==> src/ctb_pkg.sv <==
// ----------------------------------------------------------------------------
// ctb_pkg
// Shared types and constants for the compare timer bank.
// ----------------------------------------------------------------------------
package ctb_pkg;

  localparam int NUM_TIMERS = 5;
  localparam int DATA_W     = 32;
  localparam int CYC_W      = 16;
  localparam int IDX_W      = 3;
  localparam int IRQ_W      = 5;
  localparam int LAST_SHIFT = 12;

  localparam logic [1:0] KIND_TICK  = 2'd0;
  localparam logic [1:0] KIND_READ  = 2'd1;
  localparam logic [1:0] KIND_WRITE = 2'd2;

  localparam logic [1:0] REG_TARGET = 2'd0;
  localparam logic [1:0] REG_COUNT  = 2'd1;
  localparam logic [1:0] REG_CTRL   = 2'd2;
  localparam logic [1:0] REG_STATUS = 2'd3;

  localparam int CTRL_CLR_BIT     = 0;
  localparam int CTRL_RESTART_BIT = 1;
  localparam int CTRL_ENABLE_BIT  = 2;
  localparam int STATUS_BIT       = 0;

  typedef struct packed {
    logic [1:0]        kind;
    logic [1:0]        reg_select;
    logic [IDX_W-1:0]  timer_index;
    logic [DATA_W-1:0] write_data;
    logic [CYC_W-1:0]  tick_cycles;
  } in_item_t;

  typedef struct packed {
    logic [DATA_W-1:0] read_data;
    logic [IRQ_W-1:0]  irq_mask;
  } out_item_t;

endpackage

==> src/ctb_bank.sv <==
// ----------------------------------------------------------------------------
// ctb_bank
// Timer state and per-timer tick, read and write logic.
// ----------------------------------------------------------------------------
module ctb_bank
  import ctb_pkg::*;
(
  input  logic      clk,
  input  logic      rst_n,
  input  logic      fire,
  input  in_item_t  item,
  output out_item_t result
);

  logic [DATA_W-1:0]     cnt_r   [NUM_TIMERS];
  logic [DATA_W-1:0]     cnt_nxt [NUM_TIMERS];
  logic [DATA_W-1:0]     tgt_r   [NUM_TIMERS];
  logic [DATA_W-1:0]     tgt_nxt [NUM_TIMERS];
  logic [NUM_TIMERS-1:0] en_r, en_nxt;
  logic [NUM_TIMERS-1:0] rst_bit_r, rst_bit_nxt;
  logic [NUM_TIMERS-1:0] stat_r, stat_nxt;
  logic [NUM_TIMERS-1:0] match;
  logic [DATA_W-1:0]     rd;
  logic [DATA_W-1:0]     sum;
  logic                  is_last;
  logic                  hit;

  always_comb begin
    rd          = '0;
    match       = '0;
    en_nxt      = en_r;
    rst_bit_nxt = rst_bit_r;
    stat_nxt    = stat_r;
    sum         = '0;
    is_last     = 1'b0;
    hit         = 1'b0;
    for (int i = 0; i < NUM_TIMERS; i++) begin
      cnt_nxt[i] = cnt_r[i];
      tgt_nxt[i] = tgt_r[i];
    end
    for (int i = 0; i < NUM_TIMERS; i++) begin
      is_last = (i == NUM_TIMERS - 1);
      hit     = ({1'b0, item.timer_index} == (IDX_W + 1)'(i));
      sum     = cnt_r[i] + DATA_W'(item.tick_cycles);
      case (item.kind)
        KIND_TICK: begin
          if (en_r[i]) begin
            cnt_nxt[i] = sum;
            if (sum >= tgt_r[i]) begin
              stat_nxt[i] = 1'b1;
              match[i]    = 1'b1;
            end
          end
        end
        KIND_READ: begin
          if (hit) begin
            case (item.reg_select)
              REG_TARGET: rd = is_last ? (tgt_r[i] << LAST_SHIFT) : tgt_r[i];
              REG_COUNT:  rd = is_last ? (cnt_r[i] << LAST_SHIFT) : cnt_r[i];
              REG_CTRL: begin
                rd[CTRL_RESTART_BIT] = rst_bit_r[i];
                rd[CTRL_ENABLE_BIT]  = en_r[i];
              end
              default: rd[STATUS_BIT] = stat_r[i];
            endcase
          end
        end
        KIND_WRITE: begin
          if (hit) begin
            case (item.reg_select)
              REG_TARGET: tgt_nxt[i] = is_last ? (item.write_data >> LAST_SHIFT)
                                                : item.write_data;
              REG_CTRL: begin
                if (item.write_data[CTRL_CLR_BIT]) cnt_nxt[i] = '0;
                rst_bit_nxt[i] = item.write_data[CTRL_RESTART_BIT];
                en_nxt[i]      = item.write_data[CTRL_ENABLE_BIT];
              end
              REG_STATUS: stat_nxt[i] = stat_r[i] & item.write_data[STATUS_BIT];
              default: ;
            endcase
          end
        end
        default: ;
      endcase
    end
  end

  assign result.read_data = rd;
  assign result.irq_mask  = IRQ_W'({{IRQ_W{1'b0}}, match});

  always_ff @(posedge clk) begin
    if (!rst_n) begin
      en_r      <= '0;
      rst_bit_r <= '0;
      stat_r    <= '0;
      for (int i = 0; i < NUM_TIMERS; i++) begin
        cnt_r[i] <= '0;
        tgt_r[i] <= '0;
      end
    end else if (fire) begin
      en_r      <= en_nxt;
      rst_bit_r <= rst_bit_nxt;
      stat_r    <= stat_nxt;
      for (int i = 0; i < NUM_TIMERS; i++) begin
        cnt_r[i] <= cnt_nxt[i];
        tgt_r[i] <= tgt_nxt[i];
      end
    end
  end

endmodule

==> src/ctb_out_reg.sv <==
// ----------------------------------------------------------------------------
// ctb_out_reg
// Result register holding one result until the sink takes it.
// ----------------------------------------------------------------------------
module ctb_out_reg
  import ctb_pkg::*;
(
  input  logic      clk,
  input  logic      rst_n,
  input  logic      load,
  input  out_item_t load_item,
  output logic      out_valid,
  input  logic      out_stall,
  output out_item_t out_item
);

  logic      valid_r, valid_nxt;
  out_item_t item_r;

  always_comb begin
    if (load) begin
      valid_nxt = 1'b1;
    end else if (!out_stall) begin
      valid_nxt = 1'b0;
    end else begin
      valid_nxt = valid_r;
    end
  end

  always_ff @(posedge clk) begin
    if (!rst_n) begin
      valid_r <= 1'b0;
    end else begin
      valid_r <= valid_nxt;
    end
  end

  always_ff @(posedge clk) begin
    if (load) begin
      item_r <= load_item;
    end
  end

  assign out_valid = valid_r;
  assign out_item  = item_r;

endmodule

==> src/compare_timer_bank_with_irq.sv <==
// Takes one request per clock while in_stall is low. A request waits in the input
// register until it fires, when the timer bank applies it to every timer in
// parallel, and its result sits in the result register from the next cycle,
// so each request gives exactly one result. While the result register is
// held by out_stall, one further request is still taken into the input
// register.
// ----------------------------------------------------------------------------
// compare_timer_bank_with_irq
// Bank of compare timers with interrupt mask, top level.
// ----------------------------------------------------------------------------
module compare_timer_bank_with_irq
  import ctb_pkg::*;
(
  input  logic      clk,
  input  logic      rst_n,
  input  logic      in_valid,
  output logic      in_stall,
  input  in_item_t  in_item,
  output logic      out_valid,
  input  logic      out_stall,
  output out_item_t out_item
);

  logic      req_valid_r, req_valid_nxt;
  in_item_t  req_r;
  logic      adv;
  logic      fire;
  logic      take;
  out_item_t bank_res;

  assign adv      = !out_valid || !out_stall;
  assign fire     = req_valid_r && adv;
  assign in_stall = req_valid_r && !adv;
  assign take     = in_valid && !in_stall;

  always_comb begin
    if (take) begin
      req_valid_nxt = 1'b1;
    end else if (fire) begin
      req_valid_nxt = 1'b0;
    end else begin
      req_valid_nxt = req_valid_r;
    end
  end

  always_ff @(posedge clk) begin
    if (!rst_n) begin
      req_valid_r <= 1'b0;
    end else begin
      req_valid_r <= req_valid_nxt;
    end
  end

  always_ff @(posedge clk) begin
    if (take) begin
      req_r <= in_item;
    end
  end

  ctb_bank u_bank (
    .clk    (clk),
    .rst_n  (rst_n),
    .fire   (fire),
    .item   (req_r),
    .result (bank_res)
  );

  ctb_out_reg u_out (
    .clk       (clk),
    .rst_n     (rst_n),
    .load      (fire),
    .load_item (bank_res),
    .out_valid (out_valid),
    .out_stall (out_stall),
    .out_item  (out_item)
  );

endmodule

==> config.mk <==
export PLATFORM = sky130hd
export DESIGN_NAME = compare_timer_bank_with_irq
export DESIGN_NICKNAME = d
export VERILOG_FILES = /design/src/ctb_pkg.sv /design/src/ctb_bank.sv /design/src/ctb_out_reg.sv /design/src/compare_timer_bank_with_irq.sv
export SDC_FILE = /design/constraint.sdc
export NUM_CORES = 1
export LEC_CHECK = 0
export ABC_AREA = 1
export BUFFER_PORTS_ARGS = -buffer_cell sky130_fd_sc_hd__buf_2
export CAP_MARGIN = 20
export CORE_ASPECT_RATIO = 2
export CORE_UTILIZATION = 25
export DETAILED_ROUTE_END_ITERATION = 8
export GPL_ROUTABILITY_DRIVEN = 0
export GPL_TIMING_DRIVEN = 0
export SETUP_SLACK_MARGIN = 0.02
export SLEW_MARGIN = 20
export SYNTH_ARGS = -nofsm -noshare
export SYNTH_HDL_FRONTEND = slang
export SYNTH_HIERARCHICAL = 1
export SYNTH_SLANG_ARGS = --single-unit
==> constraint.sdc <==
create_clock -name clk -period 15.56 [get_ports clk]
set_clock_uncertainty 0.2 [all_clocks]
set_input_delay 3.112 -clock clk [delete_from_list [all_inputs] [get_ports clk]]
set_output_delay 3.112 -clock clk [all_outputs]
set_load 0.05 [all_outputs]
==> impl_metrics.ini, run 1 <==
[setup_path]
crit-reg2reg-capture = u_bank/stat_r[3]
timing.critical_path.arrival_ns = 7.64
worst_r2r_path_depth = 19
critPathKind = in2reg
worst_setup_path_start_kind = primary input
critical_path.reg2reg.startpoint = req_r[14]
timing.critical_path.fanout_max = 18
crit_required_ns = 15.80
r2r_slack_ns = 8.92
end_kind = register

[clock_network]
total_number_of_h_tree_levels = 2
cts-root-buf = clkbuf_16
post_cts_hold_buffer_count = 0
cts.reportedPaths.clkPinSlew_ns = 0.07
numClockSinks = 417
post_cts_resized = 0
cts_tree = done
post_cts_setup_buffer_count = 0
cts_buffer_depth = 3
cts-buffers-inserted = 39
clock_latency_ns = 0.62

[place]
place_inst = 4597
io_buffer_count = 97
placement.setup.worst_slack_ns = 7.71
detailedPlacementHpwl_mm = 85.3

[global_routing]
grt_pass1_vias = 23500
antenna_found_initial = 10
track_usage_pct = 19.0
grt_max_degree = 41
wire_length_of_the_first_global_routing_pass_mm = 150
grt-ovfl-total = 0

[sta]
post-route-worst-setup-slack_ns = 8.16
grt_setup_unrepaired = no
least_margin_pin_slew_ns = 1.18
slew_headroom_pct = 21.2
finalHoldViolations = 0
final.min_clock_period_ns = 7.40
final.period_utilization_pct = 47.6
setup_tns_ns = 0
timing.final.setup_violations = 0
timing.final.max_slew_violations = 0
fin_worst_hold_slack_ns = 0.269
fmaxAchievable_mhz = 135

[synth]
synth_async_reset_ratio_pct = 0
synth-main-ff-cell = edfxtp_1
synth_seq_area_share_pct = 45.7
synth-edff-count = 400
syn_nets = 3400
synthesis.yosys.warnings = 6
synth-seq-cells = 417
netlist_area_mm2 = 0.0271
postSynthCellCount = 3108
netlist-cell-type-count = 66
syn_area_per_cell_um2 = 8.70

[routing]
drt.antenna.violating_nets = 0
detail_route.wirelength_mm = 106
routed_via_count = 23100
drcViolationCount = 0
first_iter_violations = 1696
routed_wire_length_per_instance_um = 22.7
dr.pass1.iters = 6
avgViaCountPerCell = 4.95

[floorplanning]
die_h_um = 467
core_footprint_mm2 = 0.107
dieArea_mm2 = 0.110
num_rows = 170
io_pins = 98
die_span_x_um = 235
start_util_pct = 25.2

[layout]
post_route_cells_drive_above_1_share_pct = 8.81
area_delta_synth_final_pct = 15.3
finalNonFillerCells = 4669
fin_nets = 3554
final.fill_count = 11400
final_util_pct = 29.1

[worst_hold_path]
hold_class = reg2reg
hold_path_depth = 2
worstHoldStart = u_bank/stat_r[2]
min_to = u_bank/stat_r[2]

[run_status]
status = completed

[job]
max_cap_violations = 0

[power_and_ir_drop]
power.leakage_nw = 13.4
irDropWorstVdd_v = 0.0000713
power_per_cell_area_mw_per_mm2 = 104
-- cells in the mapped netlist, types with 6 or more instances --
master | count | share of area [%]
inv_1 | 561 | 7.8
nor2_1 | 336 | 4.7
nand4_1 | 41 | 0.95
nand2_1 | 556 | 7.7
o21ai_0 | 114 | 2.1
o211ai_1 | 28 | 0.78
xor2_1 | 99 | 3.2
nor3_1 | 49 | 0.91
xnor2_1 | 17 | 0.55
nor4_1 | 18 | 0.42
edfxtp_1 | 400 | 44
nand2_2 | 10 | 0.23
a21oi_1 | 194 | 3.6
clkbuf_1 | 61 | 0.85
a31oi_1 | 21 | 0.49
dfxtp_1 | 17 | 1.3
o22ai_1 | 62 | 1.4
buf_1 | 10 | 0.14
a21oi_2 | 14 | 0.45
nand3_1 | 95 | 1.8
inv_2 | 11 | 0.15
nor2_2 | 8 | 0.18
a221oi_1 | 42 | 1.4
o21a_1 | 6 | 0.17
nand3_2 | 8 | 0.30
a21o_1 | 8 | 0.22
ha_1 | 228 | 11
-- flip-flops by register name, summed over array words and instances, names as in the netlist --
| signal | cells |
|---|---|
| u_bank/tgt_r | 148 |
| u_bank/cnt_r | 160 |
| u_bank/stat_r | 5 |
| req_valid_r | 1 |
| u_out/out_valid | 1 |
| req_r | 55 |
| u_bank/rst_bit_r | 5 |
| u_bank/en_r | 5 |
| u_out/out_item | 37 |
-- cell usage in the layout, fill, tap and decap left out, types with 8 or more instances in the layout --
master and count:
xor2_1 99, inv_1 560, nor2_2 8, bufinv_16 8
nor4_1 14, clkbuf_16 39, a21oi_1 193, buf_2 102
o21ai_0 108, o211ai_1 28, nand4_1 41, clkbuf_1 60
o21ai_4 8, nand2_1 556, buf_1 10, inv_2 11
nor2_1 336, edfxtp_1 400, o22ai_1 62, a31oi_1 16
nand3_1 95, ha_1 228, a221oi_1 42, dfxtp_1 17
nor3_1 48, a21o_1 8, nand2_2 10, nand3_2 8
clkinv_2 8, buf_16 13, a21oi_2 14, xnor2_1 17
-- critical path: stages --
cell and delay (ns):
buf_2 0.13, a21oi_4 0.50, clkbuf_1 0.77, nand2_1 0.74, nor2_1 0.80, inv_1 0.22, clkbuf_1 0.45, clkbuf_1 0.61
nor2_1 0.27
-- final cells by class --
type,instances,area [um2],area share (%)
antenna,1,2.50,0.00802
inverter,575,2160,6.93
sequential,417,12400,39.6
clock buffer,41,983,3.15
buffer,76,298,0.955
timing repair buffer,113,863,2.77
multi-input combinational,2040,12400,39.8
clock inverter,30,384,1.23
tap,1376,1720,5.52
-- power by group --
part	total (mW)	switching [mW]	internal [mW]
Clock	1.08	0.484	0.600
Sequential	1.37	0.0565	1.31
Combinational	0.801	0.548	0.253
Total	3.25	1.09	2.16
-- metal layers --
layer  global-route usage, %  vias to the layer above  part of all wire, %
met3                    2.96                      425                  5.0
li1                        -                    10800                    -
met1                    16.4                    10900                   31
met5                       0                        -                0.069
met4                    19.9                       14                   12
met2                    36.1                      941                   52
-- worst max path at each step --
stage,endpoint,start,slack (ns),cells after the start
finish,u_bank/cnt_r[0][71],out_stall,8.16,9
global route,u_bank/cnt_r[0][23],out_stall,8.21,9
CTS,u_bank/cnt_r[0][71],out_stall,8.34,9
detailed placement,u_bank/cnt_r[0][23],out_stall,7.71,9
global placement,u_bank/tgt_r[0][58],out_stall,3.72,5
floorplan,u_bank/tgt_r[0][32],out_stall,7.08,4
-- kinds of logic after synthesis --
logic type	Yosys count	synth area share, %
buffers and inverters	651	9.06
DFF	417	45.7
and+or+nand+nor	1146	17.9
adders and majority gates	233	10.9
AOI/OAI and AO/OA	544	12.6
xor gates and xnor gates	117	3.82
-- per-stage QoR --
step                instance area (um2)  power (mW)
detailed placement                29800        2.17
CTS                               31200        3.25
finish                            31200        3.25
global placement                  29300        2.14
global route                      31200        3.38
floorplan                         27100        1.88
No activity file was read; power rests on OpenSTA's default activity.
==> run 2: changes to the inputs <==
--- a/config.mk
+++ b/config.mk
@@ -5,7 +5,7 @@
 export SDC_FILE = /design/constraint.sdc
 export NUM_CORES = 1
 export LEC_CHECK = 0
-export ABC_AREA = 1
+export ABC_AREA = 0
 export BUFFER_PORTS_ARGS = -buffer_cell sky130_fd_sc_hd__buf_2
 export CAP_MARGIN = 20
 export CORE_ASPECT_RATIO = 2
==> constraint.sdc (replaced) <==
create_clock -name clk -period 6.7 [get_ports clk]
set_clock_uncertainty 0.2 [all_clocks]
set_input_delay 1.34 -clock clk [delete_from_list [all_inputs] [get_ports clk]]
set_output_delay 1.34 -clock clk [all_outputs]
set_load 0.05 [all_outputs]
==> impl_metrics.ini, run 2 <==
[sta]
slew_headroom_pct = 15.5
fmaxAchievable_mhz = 152
finalHoldViolations = 0
final.min_clock_period_ns = 6.59
timing.final.setup_violations = 0
least_margin_pin_slew_ns = 1.25
post-route-worst-setup-slack_ns = 0.112
final.period_utilization_pct = 98.3
fin_worst_hold_slack_ns = 0.284
setup_tns_ns = 0
timing.final.max_slew_violations = 0
grt_setup_unrepaired = no

[global_routing]
track_usage_pct = 18.1
grt_max_degree = 25
grt-ovfl-total = 0
antenna_found_initial = 1
grt_pass1_vias = 20500
wire_length_of_the_first_global_routing_pass_mm = 138

[clock_network]
cts-root-buf = clkbuf_16
cts_tree = done
cts_buffer_depth = 3
total_number_of_h_tree_levels = 2
cts-buffers-inserted = 39
cts.reportedPaths.clkPinSlew_ns = 0.07
post_cts_hold_buffer_count = 0
clock_latency_ns = 0.58
numClockSinks = 417

[routing]
routed_via_count = 20000
detail_route.wirelength_mm = 96.2
drt-met1-wl_mm = 32.2
met2_length_mm = 47.8
drcViolationCount = 0
dr.pass1.iters = 5
avgViaCountPerCell = 5.04
routed_wire_length_per_instance_um = 24.2
drt.antenna.violating_nets = 0
first_iter_violations = 1367
highest_metal_used = met4
routed-wl-met3_mm = 4.59

[place]
detailedPlacementHpwl_mm = 75.6
placement.setup.worst_slack_ns = -0.179
io_buffer_count = 97

[power_and_ir_drop]
fin_total_pwr_mw = 6.98
pwr-share-clk_pct = 34.4
net-switching-power_mw = 2.13
p_comb_share_pct = 20.6
power.leakage_nw = 12.1
irDropWorstVdd_v = 0.000199
seqPwrFrac_pct = 45.0
swShare_pct = 30.5
intPower_mw = 4.85
power_per_cell_area_mw_per_mm2 = 231

[synth]
muxShareOfSynthArea_pct = 5.90
synth_fa_ha_area_share_pct = 11.3
synth_top_cells_by_area = edfxtp_1 46%, ha_1 11%, mux2i_1 5.0%
synth-compound-area-share_pct = 12.8
netlist-cell-type-count = 75
synth-simple-area-share_pct = 14.1
postSynthCellCount = 2428
combinational_family_with_the_most_area_after_synthesis = simple AND/OR/NAND/NOR gates
synth.most_common_cell = edfxtp_1
synth_largest_type_area_fraction_pct = 46.1
netlist_area_mm2 = 0.0260
synth-xor-area-share_pct = 4.37
syn_area_per_cell_um2 = 10.7
synth-main-ff-cell = edfxtp_1
synth_seq_area_share_pct = 47.4
top_cell_type_by_total_area_after_synthesis = edfxtp_1
ys_top_cells_by_count = 400 x edfxtp_1, 228 x ha_1, 187 x inv_1
synth-edff-count = 400
synth_async_reset_ratio_pct = 0
syn_nets = 2720
synth-seq-cells = 417
synthesis.yosys.warnings = 6

[worst_hold_path]
worstHoldStart = u_bank/stat_r[2]
hold_path_depth = 2
min_to = u_bank/stat_r[2]
hold_class = reg2reg

[setup_path]
end_kind = register
critPathKind = reg2reg
timing.critical_path.fanout_max = 6
worst_setup_path_start_kind = register
crit_required_ns = 6.81
crit-reg2reg-capture = u_out/out_item[1]
worst_r2r_path_depth = 19
critical_path.reg2reg.startpoint = req_r[7]
timing.critical_path.arrival_ns = 6.70
r2r_slack_ns = 0.11

[layout]
largest_register_ff_count = 160
final_util_pct = 29.2
layout_common_cells = 400 x edfxtp_1, 228 x ha_1, 186 x inv_1
post_route_cells_drive_above_1_share_pct = 9.67
top_regs = u_bank/cnt_r (160), u_bank/tgt_r (148), req_r (55)
fin_nets = 2879
area_delta_synth_final_pct = 15.9
most_common_cell_after_layout_fill_and_taps_aside = edfxtp_1
regMostFlops = u_bank/cnt_r

[floorplanning]
die_h_um = 458
num_rows = 167
core_footprint_mm2 = 0.103
dieArea_mm2 = 0.106
die_span_x_um = 230
start_util_pct = 25.2
io_pins = 98

[job]
max_cap_violations = 0

[run_status]
status = completed
-- run 2: cell types whose count changed after synthesis, sizes merged, moves of 31 or more --
| cell | before | now |
|---|---|---|
| or3 | 0 | 31 |
| a21oi | 213 | 114 |
| and3 | 0 | 58 |
| xor2 | 100 | 40 |
| and2 | 3 | 120 |
| xnor2 | 17 | 90 |
| nor2 | 348 | 151 |
| nand3 | 103 | 56 |
| inv | 572 | 187 |
| mux2i | 0 | 130 |
| a21o | 8 | 70 |
| nand2 | 568 | 146 |
-- run 2: how the worst max path moves through the flow --
stage,from,endpoint,slack [ns],cells after the start
5_1_grt,req_r[7],u_out/out_item[1],0.06,19
3_3_place_gp,out_stall,u_bank/tgt_r[0][80],-3.85,5
2_1_floorplan,out_stall,u_bank/tgt_r[0][32],0.06,4
4_1_cts,req_r[8],u_out/out_item[1],0.04,19
6_report,req_r[7],u_out/out_item[1],0.11,19
3_5_place_dp,req_r[1],u_out/out_item[0],-0.18,20
-- run 2: repair_timing --
action,4_1_cts,5_1_grt
resized for setup,4,3
buffers inserted,3,2
endpoints found under the setup margin,5,5
-- run 2: per-stage QoR --
step	std cells	area [um2]
CTS	3966	30100
floorplan	2428	26000
finish	3970	30200
global placement	3877	28200
global route	3968	30200
detailed placement	3893	28800
-- run 2: routing by layer --
layer,global-route usage (%),vias up
li1,-,9249
met1,17.8,9617
met2,32.0,804
met3,2.25,345
met4,18.7,0
met5,0,-
-- run 2: cell families after synthesis --
group	after synthesis
AOI/OAI and AO/OA	512
adders and majority gates	233
buffers and inverters	277
xor gates and xnor gates	130
muxes	142
DFF	417
and+or+nand+nor	717
-- run 2: layout make-up --
class / count / area, um2
plain buffers: 90 / 352
diodes: 2 / 5.00
flip-flops and latches: 417 / 12400
clock inverters: 28 / 317
multi-input cells: 1734 / 12800
inverters: 187 / 706
repair buffers: 118 / 961
fillers: 10700 / 73200
clock buffers: 42 / 997
well taps: 1352 / 1690
-- run 2: worst max-delay path: stages (launching register included) --
cell and delay (ns):
edfxtp_1 0.71, ha_1 0.37, a21o_1 0.17, a21o_1 0.18
a21oi_1 0.39, o211a_1 0.26, nor3_1 0.10, o311ai_2 0.81
a21boi_1 0.45, xnor2_1 0.32, ha_1 0.29, a21o_1 0.19
a21o_1 0.18, a21o_1 0.17, a21o_1 0.17, a21o_1 0.21
a221oi_1 0.47, o21ai_0 0.23, a31oi_1 0.30, nor3_1 0.14
-- run 2: power by group through the flow --
stage	logic (mW)	registers, mW	clock network, mW
2_1_floorplan	0.911	3.16	0
3_3_place_gp	1.33	3.21	0
3_5_place_dp	1.39	3.20	0
4_1_cts	1.41	3.14	2.45
5_1_grt	1.57	3.15	2.52
6_report	1.44	3.14	2.40
==> run 3: changes to the inputs <==
--- a/config.mk
+++ b/config.mk
@@ -9,10 +9,11 @@
 export BUFFER_PORTS_ARGS = -buffer_cell sky130_fd_sc_hd__buf_2
 export CAP_MARGIN = 20
 export CORE_ASPECT_RATIO = 2
-export CORE_UTILIZATION = 25
+export CORE_UTILIZATION = 57
 export DETAILED_ROUTE_END_ITERATION = 8
 export GPL_ROUTABILITY_DRIVEN = 0
 export GPL_TIMING_DRIVEN = 0
+export PLACE_DENSITY = 0.77
 export SETUP_SLACK_MARGIN = 0.02
 export SLEW_MARGIN = 20
 export SYNTH_ARGS = -nofsm -noshare
==> impl_metrics.ini, run 3 (synthesized netlist as in run 2, its figures left out) <==
[run_status]
status = completed

[layout]
largest_register_ff_count = 160
seq_cell_area_mm2 = 0.0124
top_regs = u_bank/cnt_r (160), u_bank/tgt_r (148), req_r (55)
post_route_cells_drive_above_1_share_pct = 9.27
area_delta_synth_final_pct = 11.7
fin_area_mm2 = 0.0291
layout_common_cells = 400 x edfxtp_1, 228 x ha_1, 187 x inv_1
fin_nets = 2874
final.fill_count = 3412
most_common_cell_after_layout_fill_and_taps_aside = edfxtp_1
multi_input_comb_area_mm2 = 0.0128
regMostFlops = u_bank/cnt_r

[routing]
detail_route.wirelength_mm = 90.8
first_iter_violations = 2322
drt.antenna.violating_nets = 0
drcViolationCount = 0
dr.pass1.iters = 8
routed_wire_length_per_instance_um = 28.6
routed_via_count = 21200
avgViaCountPerCell = 6.69

[sta]
fmaxAchievable_mhz = 151
final.min_clock_period_ns = 6.63
grt_setup_unrepaired = yes
fin_worst_hold_slack_ns = 0.278
slew_headroom_pct = 17.2
final.period_utilization_pct = 99.0
setup_tns_ns = 0
least_margin_pin_slew_ns = 1.24
timing.final.max_slew_violations = 0
finalHoldViolations = 0
timing.final.setup_violations = 0

[floorplanning]
num_rows = 110
die_h_um = 304
dieArea_mm2 = 0.0466
start_util_pct = 57.9
die_span_x_um = 153
core_footprint_mm2 = 0.0450
io_pins = 98

[setup_path]
path_buf_inv = 0
slowest_delay_ns = 0.82
cp_cell_sequence = ha_1 > a21o_1 > a21o_1 > a21oi_1 > o211a_1 > nor3_1 > o311ai_2 > a21boi_0 > xnor2_1 > ha_1 > a21o_1 > a21o_1 > a21o_1 > a21o_1 > a21o_1 > a221oi_1 > o21ai_0 > a31oi_1 > nor3_1
timing.critical_path.arrival_ns = 6.71
timing.critical_path.slowest_stage_cell = edfxtp_1
timing.critical_path.fanout_max = 6
critPathKind = reg2reg
crit_family = compound AO/OA/AOI/OAI gates
worst_setup_path_start_kind = register
end_kind = register
crit_required_ns = 6.78
path_common_cell = a21o_1

[job]
max_cap_violations = 0

[place]
detailedPlacementHpwl_mm = 68.8
placedInstanceArea_mm2 = 0.0278
io_buffer_count = 97

[power_and_ir_drop]
irDropWorstVdd_v = 0.000319
fin_total_pwr_mw = 6.94
power_per_cell_area_mw_per_mm2 = 239
power.leakage_nw = 12.1

[global_routing]
busiest_layer = met2
wire_length_of_the_first_global_routing_pass_mm = 133
grt_max_degree = 27
grt_pass1_vias = 21800
grt-ovfl-total = 0
globalRouteMet3Util_pct = 9.43
grt_util_met2_pct = 66.3
antenna_found_initial = 7
track_usage_pct = 39.5
grtUsageMet1_pct = 38.6

[clock_network]
cts.reportedPaths.clkPinSlew_ns = 0.07
clock_latency_ns = 0.56
total_number_of_h_tree_levels = 2
cts-buffers-inserted = 39
cts_buffer_depth = 3
numClockSinks = 417
cts_tree = done
cts-root-buf = clkbuf_16
post_cts_hold_buffer_count = 0

[worst_hold_path]
hold_class = reg2reg
run 3: cell count changes in the layout (fill, tap and decap cells not counted), moves of 2 or more:
cell / previous run / this run
clkbuf_1: 72 / 77
clkbuf_8: 1 / 3
clkbuf_16: 39 / 42
inv_6: 1 / 3
buf_4: 5 / 2
buf_12: 4 / 2
clkinv_2: 10 / 5
bufinv_16: 5 / 3
clkinvlp_4: 6 / 1
run 3: worst paths after layout:
check / start / to / slack, ns / depth (start not counted)
max: req_r[8] / u_out/out_item[1] / 0.07 / 19
min: u_bank/stat_r[3] / u_bank/stat_r[3] / 0.28 / 2
max reg2reg: req_r[8] / u_out/out_item[1] / 0.07 / 19
min reg2reg: u_bank/stat_r[3] / u_bank/stat_r[3] / 0.28 / 2
run 3: cell type report:
cell class / count / area share [%]
Antenna cell: 3 / 0.0258
Clock inverter: 18 / 0.667
Inverter: 187 / 2.41
Sequential cell: 417 / 42.5
Clock buffer: 51 / 3.83
Tap cell: 560 / 2.41
Buffer: 90 / 1.21
Timing Repair Buffer: 113 / 3.03
Multi-Input combinational cell: 1734 / 44.0
run 3: tightest hold or removal path: cells and delay by family (launching register included):
family           cells  cell delay (ns)
AO/OA/AOI/OAI        1             0.06
flip-flops           1             0.32
AND/OR/NAND/NOR      1             0.05
run 3: per-stage QoR:
stage | utilization [%] | worst slack [ns] | cells
floorplan | - | 0.0580 | 2428
global placement | 60.5 | -3.97 | 3085
detailed placement | 61.7 | -0.127 | 3101
CTS | 64.6 | 0.148 | 3170
global route | 64.6 | 0.0122 | 3172
finish | 64.7 | 0.0670 | 3173
run 3: where the power goes:
| part | total (mW) | internal (mW) | leakage [nW] | switching [mW] |
|---|---|---|---|---|
| Clock | 2.34 | 1.30 | 0.644 | 1.04 |
| Sequential | 3.14 | 3.01 | 4.24 | 0.127 |
| Combinational | 1.47 | 0.551 | 7.22 | 0.918 |
| Total | 6.94 | 4.86 | 12.1 | 2.08 |
run 3: routing by layer:
layer	vias up	wire length (um)
met5	-	13
met4	2	11600
met3	576	8050
met2	1316	43400
met1	10100	27700
li1	9232	-
run 3: timing repair:
item / 4_1_cts / 5_1_grt
setup buffers: 0 / 0
resized for setup: 4 / 2
setup endpoints to repair: 3 / 3
